File: src/sv/thw_pkg.sv
package thw_pkg;

    localparam int unsigned OFFSET_BITS_DEF = 32;
    localparam int unsigned OFFSET_BITS_MAX = 48;

    localparam int unsigned BYTE_W   = 8;
    localparam int unsigned POS_W    = 33;
    localparam int unsigned NEXT_W   = 40;
    localparam int unsigned SIZE_W   = 36;
    localparam int unsigned CNT_W    = 32;
    localparam int unsigned LEN_W    = 32;
    localparam int unsigned OFF_W    = 32;
    localparam int unsigned IDX_W    = 9;

    // header byte offsets
    localparam logic [IDX_W-1:0] IDX_SIZE_FIRST = 9'd124;
    localparam logic [IDX_W-1:0] IDX_SIZE_LAST  = 9'd135;
    localparam logic [IDX_W-1:0] IDX_TYPEFLAG   = 9'd156;
    localparam logic [IDX_W-1:0] IDX_PREFIX     = 9'd345;
    localparam logic [IDX_W-1:0] IDX_BLOCK_END  = 9'd511;

    localparam logic [BYTE_W-1:0] CH_ZERO  = 8'h30;
    localparam logic [BYTE_W-1:0] CH_SEVEN = 8'h37;
    localparam logic [BYTE_W-1:0] CH_DIR   = 8'h35;

    localparam int unsigned FIFO_DEPTH = 4;
    localparam int unsigned FIFO_PTR_W = 2;
    localparam int unsigned FIFO_CNT_W = 3;

    typedef enum logic [1:0] {
        PH_HEADER,
        PH_SKIP,
        PH_DONE
    } t_phase;

    typedef enum logic {
        REC_ENTRY = 1'b0,
        REC_END   = 1'b1
    } t_kind;

    typedef struct packed {
        t_kind              kind;
        logic               is_dir;
        logic [SIZE_W-1:0]  size;
        logic [OFF_W-1:0]   offset;
        logic               has_data;
        logic               has_prefix;
        logic [CNT_W-1:0]   number;
        logic               last;
    } t_record;

    typedef struct packed {
        logic [1:0] count;
        t_record    rec0;
        t_record    rec1;
    } t_walk_out;

endpackage

File: src/sv/thw_in_if.sv
interface thw_in_if;
    logic       valid;
    logic       ready;
    logic [7:0] data_byte;
    logic       first_byte;
    logic       last_byte;

    modport source (output valid, data_byte, first_byte, last_byte, input ready);
    modport sink   (input valid, data_byte, first_byte, last_byte, output ready);
endinterface

File: src/sv/thw_cfg_if.sv
interface thw_cfg_if;
    logic        valid;
    logic        ready;
    logic [31:0] data;

    modport source (output valid, data, input ready);
    modport sink   (input valid, data, output ready);
endinterface

File: src/sv/thw_out_if.sv
interface thw_out_if;
    logic        valid;
    logic        ready;
    logic        record_kind;
    logic        entry_is_directory;
    logic [35:0] entry_size;
    logic [31:0] data_offset;
    logic        has_data;
    logic        has_prefix;
    logic [31:0] entry_number;
    logic        last_of_run;

    modport source (output valid, record_kind, entry_is_directory, entry_size, data_offset,
                    has_data, has_prefix, entry_number, last_of_run, input ready);
    modport sink   (input valid, record_kind, entry_is_directory, entry_size, data_offset,
                    has_data, has_prefix, entry_number, last_of_run, output ready);
endinterface

File: src/sv/thw_walker.sv
module thw_walker #(
    parameter int unsigned OFFSET_BITS = thw_pkg::OFFSET_BITS_DEF
) (
    input  logic                          i_clk,
    input  logic                          i_rst_n,
    input  logic                          i_fire,
    input  logic [thw_pkg::BYTE_W-1:0]    i_data_byte,
    input  logic                          i_first_byte,
    input  logic                          i_last_byte,
    input  logic [thw_pkg::LEN_W-1:0]     i_archive_length,
    output thw_pkg::t_walk_out            o_walk
);
    import thw_pkg::*;

    localparam logic [OFFSET_BITS_MAX-1:0] OFF_LIM =
        (OFFSET_BITS_MAX'(1) << OFFSET_BITS) - OFFSET_BITS_MAX'(1);
    localparam logic [POS_W-1:0] POS_MAX = '1;
    localparam logic [CNT_W-1:0] CNT_MAX = '1;

    logic [POS_W-1:0]  r_pos, n_pos;
    logic [POS_W-1:0]  r_hs, n_hs;
    logic [NEXT_W-1:0] r_next, n_next;
    t_phase            r_phase, n_phase;
    logic [SIZE_W-1:0] r_acc, n_acc;
    logic              r_stop, n_stop;
    logic              r_dir, n_dir;
    logic              r_pre, n_pre;
    logic [CNT_W-1:0]  r_cnt, n_cnt;

    // first_byte restarts from the reset values
    logic [POS_W-1:0]  e_pos, e_hs;
    logic [NEXT_W-1:0] e_next;
    t_phase            e_phase;
    logic [SIZE_W-1:0] e_acc;
    logic              e_stop, e_dir, e_pre;
    logic [CNT_W-1:0]  e_cnt;

    logic              skip_done, in_header;
    logic [POS_W-1:0]  hs, idx;
    logic              idx_hi;
    logic [IDX_W-1:0]  idx_lo;
    logic              at_start, at_close, in_size, at_type, at_prefix;
    logic              is_octal, hdr_end, last_end;
    logic [POS_W:0]    doff_full;
    logic [OFFSET_BITS_MAX-1:0] doff_wide, doff_sat;
    logic [SIZE_W:0]   round_sum;
    t_phase            ph_after_hdr;
    t_record           rec_hdr, rec_last;

    assign e_pos   = i_first_byte ? '0 : r_pos;
    assign e_hs    = i_first_byte ? '0 : r_hs;
    assign e_next  = i_first_byte ? '0 : r_next;
    assign e_phase = i_first_byte ? PH_HEADER : r_phase;
    assign e_acc   = i_first_byte ? '0 : r_acc;
    assign e_stop  = i_first_byte ? 1'b0 : r_stop;
    assign e_dir   = i_first_byte ? 1'b0 : r_dir;
    assign e_pre   = i_first_byte ? 1'b0 : r_pre;
    assign e_cnt   = i_first_byte ? '0 : r_cnt;

    assign skip_done = (e_phase == PH_SKIP) && ({(NEXT_W-POS_W)'(0), e_pos} >= e_next);
    assign in_header = (e_phase == PH_HEADER) || skip_done;
    assign hs        = skip_done ? e_pos : e_hs;
    assign idx       = e_pos - hs;
    assign idx_hi    = (idx[POS_W-1:IDX_W] != '0);
    assign idx_lo    = idx[IDX_W-1:0];

    assign at_start  = in_header && !idx_hi && (idx_lo == '0);
    assign at_close  = in_header && !idx_hi && (idx_lo == IDX_BLOCK_END);
    assign in_size   = in_header && !idx_hi && (idx_lo >= IDX_SIZE_FIRST)
                       && (idx_lo <= IDX_SIZE_LAST);
    assign at_type   = in_header && !idx_hi && (idx_lo == IDX_TYPEFLAG);
    assign at_prefix = in_header && !idx_hi && (idx_lo == IDX_PREFIX);
    assign is_octal  = (i_data_byte >= CH_ZERO) && (i_data_byte <= CH_SEVEN);

    assign doff_full = {1'b0, hs} + (POS_W+1)'(512);
    assign hdr_end   = at_start && ((doff_full > {{(POS_W+1-LEN_W){1'b0}}, i_archive_length})
                                    || (i_data_byte == '0));

    assign doff_wide = {{(OFFSET_BITS_MAX-POS_W-1){1'b0}}, doff_full};
    assign doff_sat  = (doff_wide > OFF_LIM) ? OFF_LIM : doff_wide;
    assign round_sum = {1'b0, e_acc} + (SIZE_W+1)'(511);

    // walk phase
    always_comb begin
        if (hdr_end) begin
            ph_after_hdr = PH_DONE;
        end else if (at_close) begin
            ph_after_hdr = PH_SKIP;
        end else if (in_header) begin
            ph_after_hdr = PH_HEADER;
        end else begin
            ph_after_hdr = e_phase;
        end
        last_end = i_last_byte && (ph_after_hdr != PH_DONE);
        n_phase  = last_end ? PH_DONE : ph_after_hdr;
    end

    // header fields, counters and records
    always_comb begin
        n_hs   = hs;
        n_acc  = e_acc;
        n_stop = e_stop;
        n_dir  = e_dir;
        n_pre  = e_pre;
        n_cnt  = e_cnt;
        n_next = e_next;
        n_pos  = (e_pos == POS_MAX) ? e_pos : e_pos + POS_W'(1);

        if (at_start) begin
            n_acc  = '0;
            n_stop = 1'b0;
            n_dir  = 1'b0;
            n_pre  = 1'b0;
        end
        if (in_size && !e_stop) begin
            if (is_octal) begin
                n_acc = {e_acc[SIZE_W-4:0], i_data_byte[2:0]};
            end else begin
                n_stop = 1'b1;
            end
        end
        if (at_type) begin
            n_dir = (i_data_byte == CH_DIR);
        end
        if (at_prefix) begin
            n_pre = (i_data_byte != '0);
        end
        if (at_close) begin
            n_cnt  = (e_cnt == CNT_MAX) ? e_cnt : e_cnt + CNT_W'(1);
            // cannot exceed 40 bits, so no clamp is needed
            n_next = NEXT_W'(doff_full) + NEXT_W'({round_sum[SIZE_W:IDX_W], {IDX_W{1'b0}}});
        end

        rec_hdr = '0;
        if (at_close) begin
            rec_hdr.kind       = REC_ENTRY;
            rec_hdr.is_dir     = e_dir;
            rec_hdr.size       = e_acc;
            rec_hdr.has_data   = (e_acc != '0);
            rec_hdr.offset     = (e_acc != '0) ? doff_sat[OFF_W-1:0] : '0;
            rec_hdr.has_prefix = e_pre;
            rec_hdr.number     = e_cnt;
        end else begin
            rec_hdr.kind   = REC_END;
            rec_hdr.number = e_cnt;
        end
        rec_hdr.last = !last_end;

        rec_last        = '0;
        rec_last.kind   = REC_END;
        rec_last.number = n_cnt;
        rec_last.last   = 1'b1;

        o_walk = '0;
        if (hdr_end || at_close) begin
            o_walk.rec0  = rec_hdr;
            o_walk.rec1  = rec_last;
            o_walk.count = last_end ? 2'd2 : 2'd1;
        end else begin
            o_walk.rec0  = rec_last;
            o_walk.count = last_end ? 2'd1 : 2'd0;
        end
    end

    always_ff @(posedge i_clk) begin
        if (!i_rst_n) begin
            r_pos   <= '0;
            r_hs    <= '0;
            r_next  <= '0;
            r_phase <= PH_HEADER;
            r_acc   <= '0;
            r_stop  <= 1'b0;
            r_dir   <= 1'b0;
            r_pre   <= 1'b0;
            r_cnt   <= '0;
        end else if (i_fire) begin
            r_pos   <= n_pos;
            r_hs    <= n_hs;
            r_next  <= n_next;
            r_phase <= n_phase;
            r_acc   <= n_acc;
            r_stop  <= n_stop;
            r_dir   <= n_dir;
            r_pre   <= n_pre;
            r_cnt   <= n_cnt;
        end
    end

endmodule

File: src/sv/thw_result_fifo.sv
module thw_result_fifo (
    input  logic                              i_clk,
    input  logic                              i_rst_n,
    input  logic                              i_push,
    input  thw_pkg::t_walk_out                i_walk,
    input  logic                              i_pop,
    output thw_pkg::t_record                  o_head,
    output logic [thw_pkg::FIFO_CNT_W-1:0]    o_count
);
    import thw_pkg::*;

    t_record               r_mem [FIFO_DEPTH];
    logic [FIFO_PTR_W-1:0] r_wp, n_wp;
    logic [FIFO_PTR_W-1:0] r_rp, n_rp;
    logic [FIFO_CNT_W-1:0] r_count, n_count;
    logic [1:0]            push_n;

    assign push_n  = i_push ? i_walk.count : 2'd0;
    assign n_wp    = r_wp + FIFO_PTR_W'(push_n);
    assign n_rp    = r_rp + FIFO_PTR_W'(i_pop);
    assign n_count = r_count + FIFO_CNT_W'(push_n) - FIFO_CNT_W'(i_pop);
    assign o_head  = r_mem[r_rp];
    assign o_count = r_count;

    always_ff @(posedge i_clk) begin
        if (push_n != 2'd0) begin
            r_mem[r_wp] <= i_walk.rec0;
        end
        if (push_n == 2'd2) begin
            r_mem[r_wp + FIFO_PTR_W'(1)] <= i_walk.rec1;
        end
    end

    always_ff @(posedge i_clk) begin
        if (!i_rst_n) begin
            r_wp    <= '0;
            r_rp    <= '0;
            r_count <= '0;
        end else begin
            r_wp    <= n_wp;
            r_rp    <= n_rp;
            r_count <= n_count;
        end
    end

endmodule

File: src/sv/tar_header_walker_top.sv
// channel   modport  transfer carries
// i_in      sink     data_byte, first_byte, last_byte (one archive byte)
// i_cfg     sink     data (archive_length, 32 bits)
// o_out     source   one entry or end record
//
// one archive byte per cycle sustained while the queue has room; a byte is
// held in the input register, is decoded into the result queue, and its
// records show on o_out the cycle after that
// a byte yields zero, one or two records; the four-entry result queue takes a
// byte only with two slots free, so o_out stalls backpressure i_in
// synchronous active-low reset clears the walk state, the queue and
// archive_length; i_in and i_cfg hold ready low during reset, and i_cfg is
// ready in every cycle out of reset
module tar_header_walker_top #(
    parameter int unsigned OFFSET_BITS = thw_pkg::OFFSET_BITS_DEF
) (
    input  logic             i_clk,
    input  logic             i_rst_n,
    thw_in_if.sink           i_in,
    thw_cfg_if.sink          i_cfg,
    thw_out_if.source        o_out
);
    import thw_pkg::*;

    // input register
    logic               r_in_valid;
    logic [BYTE_W-1:0]  r_in_byte;
    logic               r_in_first;
    logic               r_in_last;

    logic [LEN_W-1:0]   r_archive_length;

    logic                  proc;
    logic                  in_ready;
    logic [FIFO_CNT_W-1:0] fifo_count;
    t_walk_out             walk;
    t_record               head;
    logic                  pop;

    // decode the held byte only when the queue can absorb two records
    assign proc     = r_in_valid && (fifo_count <= FIFO_CNT_W'(FIFO_DEPTH - 2));
    assign in_ready = i_rst_n && (!r_in_valid || proc);
    assign i_in.ready  = in_ready;
    assign i_cfg.ready = i_rst_n;

    always_ff @(posedge i_clk) begin
        if (!i_rst_n) begin
            r_in_valid <= 1'b0;
        end else if (i_in.valid && in_ready) begin
            r_in_valid <= 1'b1;
        end else if (proc) begin
            r_in_valid <= 1'b0;
        end
    end

    always_ff @(posedge i_clk) begin
        if (i_in.valid && in_ready) begin
            r_in_byte  <= i_in.data_byte;
            r_in_first <= i_in.first_byte;
            r_in_last  <= i_in.last_byte;
        end
    end

    // archive length register
    always_ff @(posedge i_clk) begin
        if (!i_rst_n) begin
            r_archive_length <= '0;
        end else if (i_cfg.valid) begin
            r_archive_length <= i_cfg.data;
        end
    end

    // header walk: position tracking, octal size decode, record build
    thw_walker #(
        .OFFSET_BITS (OFFSET_BITS)
    ) u_walker (
        .i_clk            (i_clk),
        .i_rst_n          (i_rst_n),
        .i_fire           (proc),
        .i_data_byte      (r_in_byte),
        .i_first_byte     (r_in_first),
        .i_last_byte      (r_in_last),
        .i_archive_length (r_archive_length),
        .o_walk           (walk)
    );

    // result queue doubles as the output register
    assign pop = o_out.valid && o_out.ready;

    thw_result_fifo u_fifo (
        .i_clk   (i_clk),
        .i_rst_n (i_rst_n),
        .i_push  (proc),
        .i_walk  (walk),
        .i_pop   (pop),
        .o_head  (head),
        .o_count (fifo_count)
    );

    assign o_out.valid              = (fifo_count != '0);
    assign o_out.record_kind        = head.kind;
    assign o_out.entry_is_directory = head.is_dir;
    assign o_out.entry_size         = head.size;
    assign o_out.data_offset        = head.offset;
    assign o_out.has_data           = head.has_data;
    assign o_out.has_prefix         = head.has_prefix;
    assign o_out.entry_number       = head.number;
    assign o_out.last_of_run        = head.last;

    // checks
    a_reset_empty: assert property (@(posedge i_clk) !i_rst_n |=> !o_out.valid)
        else $error("output valid right after reset");

    a_queue_bound: assert property (@(posedge i_clk) disable iff (!i_rst_n)
        fifo_count <= FIFO_CNT_W'(FIFO_DEPTH))
        else $error("result queue overflow");

    a_pair_order: assert property (@(posedge i_clk) disable iff (!i_rst_n)
        proc && (walk.count == 2'd2) |->
            (walk.rec0.kind == REC_ENTRY) && (walk.rec1.kind == REC_END))
        else $error("two records from one byte not entry then end");

    a_end_closes: assert property (@(posedge i_clk) disable iff (!i_rst_n)
        o_out.valid && (o_out.record_kind == REC_END) |-> o_out.last_of_run)
        else $error("end record not last of its run");

    a_offset_zero: assert property (@(posedge i_clk) disable iff (!i_rst_n)
        o_out.valid && !o_out.has_data |-> (o_out.data_offset == '0))
        else $error("data offset set without data");

endmodule
File: src/flat_wrapper.sv
// flat-port wrapper written by rule: the top's interface ports become plain ports
module tar_header_walker_top_flat import thw_pkg::*;
#(
    parameter int unsigned OFFSET_BITS = thw_pkg::OFFSET_BITS_DEF
)
  (i_clk, i_rst_n, i_in_valid, i_in_data_byte, i_in_first_byte, i_in_last_byte, i_in_ready, i_cfg_valid, i_cfg_data, i_cfg_ready, o_out_valid, o_out_record_kind, o_out_entry_is_directory, o_out_entry_size, o_out_data_offset, o_out_has_data, o_out_has_prefix, o_out_entry_number, o_out_last_of_run, o_out_ready);
  thw_in_if i_in_i ();
  thw_cfg_if i_cfg_i ();
  thw_out_if o_out_i ();
  input  logic i_clk;
  input  logic i_rst_n;
  input wire logic [$bits(i_in_i.valid)-1:0] i_in_valid;
  input wire logic [$bits(i_in_i.data_byte)-1:0] i_in_data_byte;
  input wire logic [$bits(i_in_i.first_byte)-1:0] i_in_first_byte;
  input wire logic [$bits(i_in_i.last_byte)-1:0] i_in_last_byte;
  output wire logic [$bits(i_in_i.ready)-1:0] i_in_ready;
  input wire logic [$bits(i_cfg_i.valid)-1:0] i_cfg_valid;
  input wire logic [$bits(i_cfg_i.data)-1:0] i_cfg_data;
  output wire logic [$bits(i_cfg_i.ready)-1:0] i_cfg_ready;
  output wire logic [$bits(o_out_i.valid)-1:0] o_out_valid;
  output wire logic [$bits(o_out_i.record_kind)-1:0] o_out_record_kind;
  output wire logic [$bits(o_out_i.entry_is_directory)-1:0] o_out_entry_is_directory;
  output wire logic [$bits(o_out_i.entry_size)-1:0] o_out_entry_size;
  output wire logic [$bits(o_out_i.data_offset)-1:0] o_out_data_offset;
  output wire logic [$bits(o_out_i.has_data)-1:0] o_out_has_data;
  output wire logic [$bits(o_out_i.has_prefix)-1:0] o_out_has_prefix;
  output wire logic [$bits(o_out_i.entry_number)-1:0] o_out_entry_number;
  output wire logic [$bits(o_out_i.last_of_run)-1:0] o_out_last_of_run;
  input wire logic [$bits(o_out_i.ready)-1:0] o_out_ready;
  assign i_in_i.valid = i_in_valid;
  assign i_in_i.data_byte = i_in_data_byte;
  assign i_in_i.first_byte = i_in_first_byte;
  assign i_in_i.last_byte = i_in_last_byte;
  assign i_in_ready = i_in_i.ready;
  assign i_cfg_i.valid = i_cfg_valid;
  assign i_cfg_i.data = i_cfg_data;
  assign i_cfg_ready = i_cfg_i.ready;
  assign o_out_valid = o_out_i.valid;
  assign o_out_record_kind = o_out_i.record_kind;
  assign o_out_entry_is_directory = o_out_i.entry_is_directory;
  assign o_out_entry_size = o_out_i.entry_size;
  assign o_out_data_offset = o_out_i.data_offset;
  assign o_out_has_data = o_out_i.has_data;
  assign o_out_has_prefix = o_out_i.has_prefix;
  assign o_out_entry_number = o_out_i.entry_number;
  assign o_out_last_of_run = o_out_i.last_of_run;
  assign o_out_i.ready = o_out_ready;
  tar_header_walker_top #(.OFFSET_BITS(OFFSET_BITS)) u_core (.i_clk(i_clk), .i_rst_n(i_rst_n), .i_in(i_in_i), .i_cfg(i_cfg_i), .o_out(o_out_i));
endmodule
File: config.mk
export PLATFORM = sky130hd
export DESIGN_NAME = tar_header_walker_top_flat
export DESIGN_NICKNAME = d
export VERILOG_FILES = /design/src/sv/thw_pkg.sv /design/src/sv/thw_in_if.sv /design/src/sv/thw_cfg_if.sv /design/src/sv/thw_out_if.sv /design/src/sv/thw_walker.sv /design/src/sv/thw_result_fifo.sv /design/src/sv/tar_header_walker_top.sv /design/src/flat_wrapper.sv
export SDC_FILE = /design/constraint.sdc
export NUM_CORES = 2
export LEC_CHECK = 0
export BUFFER_PORTS_ARGS = -buffer_cell sky130_fd_sc_hd__clkbuf_2
export CORE_ASPECT_RATIO = 1.5
export CORE_MARGIN = 5
export CORE_UTILIZATION = 54
export CTS_CLUSTER_DIAMETER = 80
export DETAILED_ROUTE_END_ITERATION = 7
export GPL_TIMING_DRIVEN = 0
export PLACE_DENSITY = 0.85
export SLEW_MARGIN = 25
export SYNTH_ARGS = -nofsm -noshare
export SYNTH_HDL_FRONTEND = slang
export SYNTH_SLANG_ARGS = --single-unit
File: constraint.sdc
create_clock -name i_clk -period 12.4 [get_ports i_clk]
set_clock_uncertainty 0.15 [all_clocks]
set_input_delay 1.86 -clock i_clk [delete_from_list [all_inputs] [get_ports i_clk]]
set_output_delay 1.86 -clock i_clk [all_outputs]
set_load 0.01 [all_outputs]
Word-level counts from Yosys, hierarchy flattened --
Memories as Yosys holds them, arrays and structs flattened. A register that Yosys moved wholly into a read port is not among the register bits. Cells that the tools add are included.
Operators by class: $add $sub $neg 11, $lt $le $gt $ge 8, eq/ne operators 9, mux-type cells 44, reduce and logical (&&, ||, !) cells 33
Operators with widths (count):
- 32-bit two-way mux | 5
- 36-bit two-way mux | 4
- 33-bit two-way mux | 4
- 107-bit two-way mux | 1
- 105-bit two-way mux | 1
- 40-bit two-way mux | 2
- 71-bit two-way mux | 1
- 33-bit by 40-bit greater-or-equal comparator with 1-bit output | 1
- 34-bit by 37-bit adder with 38-bit output | 1
- 36-bit by 9-bit adder with 37-bit output, second input constant | 1
- 36-bit nonzero test | 1
- 33-bit by 10-bit adder with 34-bit output, second input constant | 1
- 34-bit by 32-bit > comparator with 1-bit output | 1
- 34-bit by 32-bit > comparator with 1-bit output, second input constant | 1
- 33-bit by 1-bit adder with 33-bit output, second input constant | 1
- 33-bit == test, second input constant | 1
- 33-bit subtractor | 1
- 32-bit by 1-bit adder with 32-bit output, second input constant | 1
- 32-bit == test, second input constant | 1
- 24-bit nonzero test | 1
- 9-bit == test, second input constant | 2
- 1-bit two-way mux | 18
- 1-bit logical AND | 16
- 2-bit two-way mux | 8
- 23 further kinds | 30
Word-level totals: register bits after elaboration 229, RAM bits 420, input bits 47, output and inout bits 108, word-level logic and storage cells 123, memories kept 1
Memories:
- u_core.u_fifo.r_mem | depth 4, width 105, read ports 1, clocked after memory_dff 1, write ports 2, RTL line thw_result_fifo.sv:12 | t_record r_mem [FIFO_DEPTH];

Depth between registers and ports, before layout --
depth in word-level cells 19, gate-level depth with buffers 54, depth with buffers taken out 39

Cells and area by module --
From an unflattened synthesis, not the netlist that was laid out.
Second synthesis, totals: cell total of the unflattened synthesis 3436, area, all modules 38637.1 sq um
By module, submodules not included:
- thw_result_fifo | times used 1, cells each 1068, area each 20728.6 sq um
- thw_walker | times used 1, cells each 2243, area each 16285.6 sq um
- tar_header_walker_top | times used 1, cells each 125, area each 1622.8 sq um

Worst setup path before layout --
Ideal clock, no wire load.
path type register -> register, start point register u_core.r_in_first, end point memory u_core.u_fifo.r_mem[2][0] in the netlist's numbering (enable), data arrival time 12.781 ns, required time 11.861 ns, slack -0.920 ns, cell stages (with the launch flop) 53, path buffers 18, period minus slack after synthesis 13.320 ns, cells stage by stage edfxtp_1 -> clkbuf_1 -> buf_1 -> clkbuf_1 -> clkbuf_1 -> buf_1 -> clkbuf_1 -> clkbuf_1 -> buf_1 -> clkbuf_1 -> clkbuf_1 -> clkbuf_1 -> nor2_1 -> ha_1 -> nand4_1 -> or2_2 -> o22ai_1 -> o41a_4 -> (+17 left out) -> or3b_1 -> a22oi_1 -> nand4_1 -> nor4_2 -> and3b_1 -> nand4_2 -> buf_2 -> nand2_1 -> o21a_1 -> ha_1 -> nor2b_1 -> clkbuf_1 -> nor2b_1 -> o21ai_0 -> nand2_1 -> nand2_1 -> clkbuf_1 -> inv_1
RTL lines:
- start: declaration | RTL line tar_header_walker_top.sv:28 | logic r_in_first;
- start signal: assignment | RTL line tar_header_walker_top.sv:59 | r_in_first <= i_in.first_byte;
- end: declaration | RTL line thw_result_fifo.sv:12

==> results.md <==
- CTS Hold Buffers Added: 0
- Worst R2R Start: u_core.r_in_first$_DFFE_PP_
- Vias post-DR: 32,900
- Die width: 218 um
- Final worst-path cycle share: roughly 99%
- Setup ws final: 176 ps
- Stages on worst setup path: 52
- Hold slack: approximately 300 ps
- Min-delay src: u_core.u_fifo.r_mem[2][34]$_SDFFE_PP0N_
- Outcome: completed
- Clk sinks: 649
- FF+latch count, synth: 649
- P_int: 3.73 mW
- Switching part of the total: between 20% and 30%
- EDFF count, synth: approximately 150
- I/O Buffers: ~150
- Row cnt: roughly 110
- DIE HEIGHT: approximately 320 um
- CTS Buf Count: 60
- Vias in the first global route: approximately 32,000
- Synth warn: 0
- Worst endpoint required time: 12,630 ps
- Max Cap Viol: 0
- Hold Path Stages: 2
- Critical path launch point: u_core.r_in_first$_DFFE_PP_
- Antenna-violating nets left: 0
- Post-synth ARST share: 0%
- Main synth FF type: dfxtp_1
- P_leak: between 15 and 20 nW
- Combinational power share: 13.5%
- WL/cell: around 26 um
- Synth Cell Area: about 35,000 sq um
- Synth area leaders: dfxtp_1 (29%), edfxtp_1 (13%), mux4_2 (6.8%)
- Root buffer cell: clkbuf_16
- Net Switching: 1.36 mW
- Largest net degree at the start of global routing: 29
- Syn Area/Cell: around 9 sq um
- Final WL: 132,000 um
- Initial Util: 54.3%
- Initial antenna violation count: 2
- Starting DRT DRC Count: about 3,900
- DRC: 0
- Seq pwr share: around 43%
- Setup-failing EPs final: 0
- Post-DP HPWL: approximately 96,000 um
- R2r setup slk: 180 ps
- Die footprint: 69,900 sq um
- Cells after Synth: 3,847
- CP max stage cell: or4_1
- Crit path DAT: around 12,000 ps
- Via-to-Cell Ratio: 6.56
- Nets: about 4,300
- Post-synth top area share: between 20 and 30%
- Hold Violations, Final: 0
- H-tree Lvls: 2
- Placed cells: about 5,000
- Setup WS pre-CTS: -7430 ps
- Ratio of cells with drive above 1 in the final layout: between 10% and 20%
- GRT overflow: 0
- First-pass DRT Iterations: 8
- Worst Hold Class: flop to flop
- Filler cell count: around 5,300
- Max IR drop VDD: 167 uV
- Final std cells w/o fill: around 5,000
- CP startpoint kind: flop
- WP buf/inv: 20
- CP Max Fanout: 19
- Final Util: between 60% and 70%
- Mapped Nets: approximately 4,000
- Final Max Tran Viols: 0
- Final GP Congestion: 1.06
- Clock-pin slew on the worst setup and hold paths: roughly 70 ps
- Slowest stage delay, CP: 520 ps
- Worst slew pin tran: about 1200 ps
- Post-synth cell types: 100
- Global-route wire length before repair: ~200,000 um
- R2R depth: between 50 and 60
- Top cell by count, worst path: buf_4
- Total track usage: between 30% and 40%
- Critical path's top delay family: buffers and inverters
- Unrepaired setup endpoints after global routing: no
- CP endpoint kind: flop
- CTS Buffer Depth: 3
- Core area: roughly 64,000 sq um
- Worst-Skew Late Latency: 700 ps
- TNS Setup: 0 ps
- Clock Power Share: between 40 and 50%
- Sequential element share of the synthesized area: 41.4%
- Period minus WS final: 12,220 ps
- Normalized max-slew margin: 19.5%
- F_max: 0.0818 GHz
- Total I/O pin count: between 150 and 200
- Crit path kind: flop to flop
- Power Density: between 100 and 150 nW/um^2
- CTS tree: built
- Area Overhead vs Synth: 14.8%
- Yosys top cell by area: dfxtp_1
## Yosys cell counts, drive strengths merged (69+ instances only)
| library cell | n |
|---|---|
| mux4 | 105 |
| buf | 83 |
| a21oi | 217 |
| nor2 | 266 |
| a22o | 185 |
| xnor2 | 85 |
| ha | 129 |
| nor2b | 69 |
| nand2 | 536 |
| inv | 107 |
| o21ai | 353 |
| edfxtp | 146 |
| nand3 | 89 |
| clkbuf | 233 |
| o31ai | 74 |
| dfxtp | 503 |
## routing by layer
layer	up-vias	global-route usage [%]	share of wire, %
met1	15700	41.4	35
met5	-	0	0.0083
met2	2042	59.7	46
li1	14500	-	-
met4	2	28.9	9.8
met3	697	7.49	9.5
## per-stage QoR
step / area, sq um / power, mW
global placement: 36800 / 2.88
CTS: 39900 / 5.07
floorplan: 34900 / 2.65
global route: 40100 / 5.20
finish: 40100 / 5.09
detailed placement: 36800 / 2.89
## power by group through the flow
stage | Sequential, mW | Clock, mW | Combinational, mW
detailed placement | 2.24 | 0 | 0.649
finish | 2.20 | 2.21 | 0.690
global route | 2.20 | 2.29 | 0.721
floorplan | 2.24 | 0 | 0.411
CTS | 2.20 | 2.20 | 0.672
global placement | 2.24 | 0 | 0.640
## area by class of cell
cell class                      instances  area, sq um  share of cell area [%]
Multi-Input combinational cell       2775        19100                    47.7
Sequential cell                       649        14500                    36.1
Inverter                              107          409                    1.02
Tap cell                              870         1090                    2.72
Timing Repair inverter                  2         15.0                  0.0375
Clock inverter                         43          747                    1.86
Antenna cell                            1         2.50                 0.00625
Buffer                                308         1490                    3.72
Timing Repair Buffer                  188         1140                    2.84
Clock buffer                           71         1620                    4.03
## registers in the layout, summed over array words and instances (netlist names), 2 cells and up
| signal | cells |
|---|---|
| u_core.u_fifo.r_mem | 420 |
| u_core.u_walker.r_next | 40 |
| u_core.u_walker.r_pos | 33 |
| u_core.r_archive_length | 32 |
| u_core.u_walker.r_hs | 33 |
| u_core.u_fifo.o_count | 3 |
| u_core.u_walker.r_acc | 36 |
| u_core.u_fifo.r_wp | 2 |
| u_core.u_fifo.r_rp | 2 |
| u_core.r_in_byte | 8 |
| u_core.u_walker.r_phase | 2 |
| u_core.u_walker.r_cnt | 32 |
## worst paths after layout
kind                                        endpoint
max            u_core.u_fifo.r_mem[2][104]$_DFFE_PP_
min reg2reg  u_core.u_fifo.r_mem[2][34]$_SDFFE_PP0N_
max reg2reg    u_core.u_fifo.r_mem[2][104]$_DFFE_PP_
min          u_core.u_fifo.r_mem[2][34]$_SDFFE_PP0N_
## cells by family after synthesis
logic type	after synthesis	share of synthesized area, %
multiplexers	146	7.97
XOR/XNOR	126	3.16
adder cells (fa/ha/maj)	134	4.85
flip-flops	649	41.4
buffers and inverters	423	4.81
AND/OR/NAND/NOR	1286	17.5
AO/OA/AOI/OAI	1083	20.3
## worst min-delay path: cells and delay by family (launching register included)
family        cells  cell delay (ps)
flops             1              310
simple gates      2               90
## timing repair
item	in CTS	in global routing
buffers inserted	30	2
endpoints found under the setup margin	674	563
hold endpoints to repair	0	0
pin swaps	14	5
gates cloned	2	0
resized for setup	133	46
## layout by cell type, fill, tap and decap left out, types with 73 or more instances in the layout
| cell | Yosys | routed |
|---|---|---|
| nand2_1 | 536 | 530 |
| dfxtp_1 | 503 | 503 |
| o21ai_0 | 344 | 342 |
| nor2_1 | 263 | 260 |
| a21oi_1 | 216 | 204 |
| clkbuf_1 | 233 | 193 |
| a22o_1 | 185 | 185 |
| clkbuf_2 | 0 | 175 |
| edfxtp_1 | 146 | 146 |
| ha_1 | 129 | 128 |
| mux4_2 | 105 | 105 |
| inv_1 | 106 | 102 |
| nand3_1 | 88 | 87 |
| xnor2_1 | 85 | 82 |
| o31ai_1 | 74 | 73 |
(Power assumes the default switching activity.)
